### src/sv/owtcd_pkg.sv
// Shared types, codes and CRC helper for the 1-Wire ID table change detector.
`default_nettype none

package owtcd_pkg;

    localparam int SLOTS_DEF  = 16;
    localparam int GROUPS_DEF = 4;

    localparam int FUNC_W  = 2;
    localparam int GROUP_W = 2;
    localparam int SLOT_W  = 4;
    localparam int ID_W    = 64;
    localparam int KIND_W  = 2;
    localparam int MASK_W  = 16;

    localparam int CRC_BYTES = 7;

    localparam logic [7:0] FAMILY_CODE = 8'h28;
    localparam logic [7:0] CRC_POLY    = 8'h8C;

    localparam logic [FUNC_W-1:0] FUNC_LOAD    = 2'd0;
    localparam logic [FUNC_W-1:0] FUNC_COMPARE = 2'd1;
    localparam logic [FUNC_W-1:0] FUNC_STORE   = 2'd2;
    localparam logic [FUNC_W-1:0] FUNC_REMOVE  = 2'd3;

    localparam logic [KIND_W-1:0] KIND_NONE    = 2'd0;
    localparam logic [KIND_W-1:0] KIND_ADDED   = 2'd1;
    localparam logic [KIND_W-1:0] KIND_REMOVED = 2'd2;

    typedef struct packed {
        logic [FUNC_W-1:0]  func;
        logic [GROUP_W-1:0] group;
        logic [SLOT_W-1:0]  slot;
        logic [ID_W-1:0]    rom_id;
    } t_in_word;

    typedef struct packed {
        logic               crc_error;
        logic [KIND_W-1:0]  change_kind;
        logic [SLOT_W-1:0]  change_slot;
        logic [MASK_W-1:0]  online_mask;
    } t_out_word;

    // one byte through the reflected CRC-8, LSB first
    function automatic logic [7:0] crc8_byte(input logic [7:0] c_in);
        logic [7:0] c;
        c = c_in;
        for (int k = 0; k < 8; k++) begin
            c = c[0] ? ((c >> 1) ^ CRC_POLY) : (c >> 1);
        end
        return c;
    endfunction

endpackage

`default_nettype wire

### src/sv/owtcd_crc.sv
// Byte-serial CRC-8 unit over the first seven bytes of a ROM ID.
`default_nettype none

module owtcd_crc (
    input  logic        i_clk,
    input  logic        i_rst_n,
    input  logic        i_start,
    input  logic [55:0] i_data,
    output logic        o_done,
    output logic [7:0]  o_crc
);
    import owtcd_pkg::*;

    localparam int CNT_W = $clog2(CRC_BYTES + 1);

    logic [55:0]      r_sh;
    logic [7:0]       r_crc;
    logic [CNT_W-1:0] r_cnt;
    logic             r_run;
    logic             r_done;

    // control
    always_ff @(posedge i_clk) begin
        if (!i_rst_n) begin
            r_run  <= 1'b0;
            r_done <= 1'b0;
            r_cnt  <= '0;
        end else begin
            r_done <= 1'b0;
            if (i_start) begin
                r_run <= 1'b1;
                r_cnt <= CNT_W'(CRC_BYTES);
            end else if (r_run) begin
                r_cnt <= r_cnt - 1'b1;
                if (r_cnt == CNT_W'(1)) begin
                    r_run  <= 1'b0;
                    r_done <= 1'b1;
                end
            end
        end
    end

    // datapath: one byte per cycle
    always_ff @(posedge i_clk) begin
        if (i_start) begin
            r_sh  <= i_data;
            r_crc <= '0;
        end else if (r_run) begin
            r_crc <= crc8_byte(r_crc ^ r_sh[7:0]);
            r_sh  <= r_sh >> 8;
        end
    end

    assign o_done = r_done;
    assign o_crc  = r_crc;

endmodule

`default_nettype wire

### config.mk
export PLATFORM = sky130hd
export DESIGN_NAME = owtcd_crc
export DESIGN_NICKNAME = d
export VERILOG_FILES = /design/src/sv/owtcd_pkg.sv /design/src/sv/owtcd_crc.sv
export SDC_FILE = /design/constraint.sdc
export NUM_CORES = 1
export LEC_CHECK = 0
export BUFFER_PORTS_ARGS = -buffer_cell sky130_fd_sc_hd__buf_2
export CAP_MARGIN = 20
export CELL_PAD_IN_SITES_DETAIL_PLACEMENT = 0
export CELL_PAD_IN_SITES_GLOBAL_PLACEMENT = 1
export CORE_AREA = 2 2 87 89
export CTS_CLUSTER_DIAMETER = 30
export DETAILED_ROUTE_END_ITERATION = 8
export DIE_AREA = 0 0 89 91
export PLACE_DENSITY_LB_ADDON = 0.1
export SYNTH_ARGS = -nofsm -noshare
export SYNTH_HDL_FRONTEND = slang
export SYNTH_SLANG_ARGS = --single-unit
### constraint.sdc
create_clock -name i_clk -period 2.5 [get_ports i_clk]
set_clock_uncertainty 0.1 [all_clocks]
set_input_delay 0.25 -clock i_clk [delete_from_list [all_inputs] [get_ports i_clk]]
set_output_delay 0.25 -clock i_clk [all_outputs]
set_load 0.05 [all_outputs]
==> reports/qor.yml <==
fp.dieH_um: 91
critPathKind: "reg2reg"
rsz0062_at_grt: "no"
nets: 328
yosysUniqueCellTypes: 25
post-route-period-util: 0.807
slew_headroom: 0.638
synth_cells: 193
boundaryPins: 68
max_slew.worst_pin.slew_ns: 0.539
synth_top_area_frac: 0.549
vias: 1700
status: "complete, no violations"
synth.yosys.seq_area_share: 0.635
dr.pass1.iters: 4
clock_sinks: 69
cp_cell_sequence: "xnor2_2 > xnor3_1 > xor3_1 > a21oi_1 > a31o_1"
htreeDepth: 3
yosys_warnings: 0
antenna_found_initial: 0
drive_gt1_frac: 0.331
cp_max_fo: 3
fmax_ghz: 0.496
dp.cells: 355
fillers: 672
finalSetupViolCount: 0
avgSynthCellArea_um2: 15.9
gp_congestion: 0.761
initial_core_util: 0.429
grt_pass1_vias: 1745
syn-num-nets: 254
instances_no_fill: 371
hold_buffers: 0
min_period_ns: 2.02
peakVddDrop_mv: 0.327
cp_top_family: "XOR/XNOR gates"
preCtsSetupSlack_ns: 0.501
endpoint_kind: "flop"
async_flop_share: 0
cellLeakagePower_uw: 0.00150
yosys-top-cells-count: "56 x edfxtp_1, 48 x mux2_1, 14 x xnor2_1"
grt_max_degree: 41
port_buffers: 67
yosysTopAreaCell: "edfxtp_1"
slew_viol_final: 0
synth_area_um2: 3060
antennaDiodeCount: 0
timing.final.ws_setup_ns: 0.483
yosysMostFrequentCell: "edfxtp_1"
max_stage_delay_ns: 0.42
start_kind: "flop"
post-route-drc-count: 0
synth_edf_count: 56
ys_top_cells_by_area: "edfxtp_1 55%, mux2_1 18%, dfxtp_1 8.5%"
cts_tree: "done"
gr-total-overflow: 0
rows: 31
core-area_um2: 7140
tns_ns: 0
syn2layout_area_growth_pct: 21.4
hpwl_um: 3450
ys.flop_type: "edfxtp_1"
maxCapViolations: 0
clockRootBuffer: "clkbuf_8"
first_iter_violations: 64
clockBufferDepth: 2
cts_resized: 0
critical_path_required_ns: 2.62
synth-seq-cells: 69
die_x_um: 89
vias_per_cell: 4.58
clock_latency_ns: 0.33
slowest_stage: "xnor3_1"
clk_pin_slew_ns: 0.07
crit_buf_inv: 0
power_density_nw_per_um2: 816
drt_wl_total_um: 5120
detail_route.wl_per_cell_um: 13.8
hold_viol: 0
grt_usage: 0.139
post_cts_buffers: 0
hold_class: "in2reg"
drtAntennaViolNets: 0
cts_buffers: 9
grt_pass1_wl_um: 8250
die_area_um2: 8100
arrival_ns: 2.14
-- layout by cell type, fill, tap and decap left out, drive strengths merged --
| cell type | instances |
|---|---|
| clkinv | 3 |
| xor2 | 4 |
| xnor2 | 16 |
| a31o | 1 |
| mux2 | 48 |
| a211oi | 4 |
| inv | 2 |
| nor2b | 2 |
| xnor3 | 2 |
| o21a | 3 |
| ha | 2 |
| edfxtp | 56 |
| or2 | 1 |
| nand2 | 3 |
| clkbuf | 13 |
| and2 | 8 |
| buf | 73 |
| xor3 | 2 |
| a21oi | 3 |
| nor2 | 9 |
| nand2b | 2 |
| dfxtp | 13 |
| nor3 | 1 |
| mux2i | 1 |
-- final timing paths --
check / startpoint / end / slack, ns / cells past startpoint
worst max-delay path: r_sh[1]$_DFFE_PP_ / o_crc[7]$_SDFFE_PP0P_ / 0.48 / 5
worst min-delay path: i_rst_n / r_cnt[2]$_SDFFE_PN0P_ / 0.08 / 2
worst max register to register: r_sh[1]$_DFFE_PP_ / o_crc[7]$_SDFFE_PP0P_ / 0.48 / 5
worst min register to register: o_crc[2]$_SDFFE_PP0P_ / o_crc[2]$_SDFFE_PP0P_ / 0.42 / 2
-- kinds of logic after synthesis --
kind of cell,Yosys count,synth area share
DFF,69,0.635
and+or+nand+nor,26,0.0429
adders and majority gates,2,0.00818
buffers and inverters,12,0.0147
AOI/OAI and AO/OA,11,0.0249
xor gates and xnor gates,24,0.0949
muxes,49,0.180
-- metrics by stage --
step | hold WS, ns | power [uW] | util | cell area (um^2)
after floorplan | 0.267 | 2120 | - | 3060
after global placement | 0.407 | 2290 | 0.498 | 3550
after detailed placement | 0.411 | 2300 | 0.498 | 3550
after CTS | 0.0540 | 3090 | 0.521 | 3720
after global routing | 0.0665 | 3200 | 0.521 | 3720
final | 0.0806 | 3030 | 0.521 | 3720
-- metal layers --
metal	part of all wire	wire, um	vias to the layer above	GRT usage
met5	0	0	-	0
met4	0.0088	45	0	0.0560
met3	0.072	368	4	0.0609
met2	0.50	2580	46	0.223
met1	0.41	2120	802	0.161
li1	-	-	848	-
-- layout make-up --
cell class	count	area, um^2	share of cell area
Tap cell	99	124	0.0333
Timing Repair Buffer	73	405	0.109
Inverter	2	7.51	0.00202
Clock buffer	13	149	0.0401
Sequential cell	69	1940	0.523
Multi-Input combinational cell	112	1070	0.289
Clock inverter	3	15.0	0.00404
-- power breakdown --
part	switching, uW	internal, uW	total (uW)
Sequential	65.8	1400	1470
Combinational	412	390	802
Clock	379	383	762
Total	857	2180	3030
-- worst register-to-register path, stage by stage (launching register included) --
cell and delay [ns]:
edfxtp_1 0.41, xnor2_2 0.29, xnor3_1 0.42, xor3_1 0.42, a21oi_1 0.07, a31o_1 0.19
-- sequential cells by signal, indices dropped and copies added (netlist names) --
name / cells
r_cnt: 3
r_sh: 56
o_crc: 8
o_done: 1
r_run: 1
Note: power is estimated with default switching activity, not from simulation.
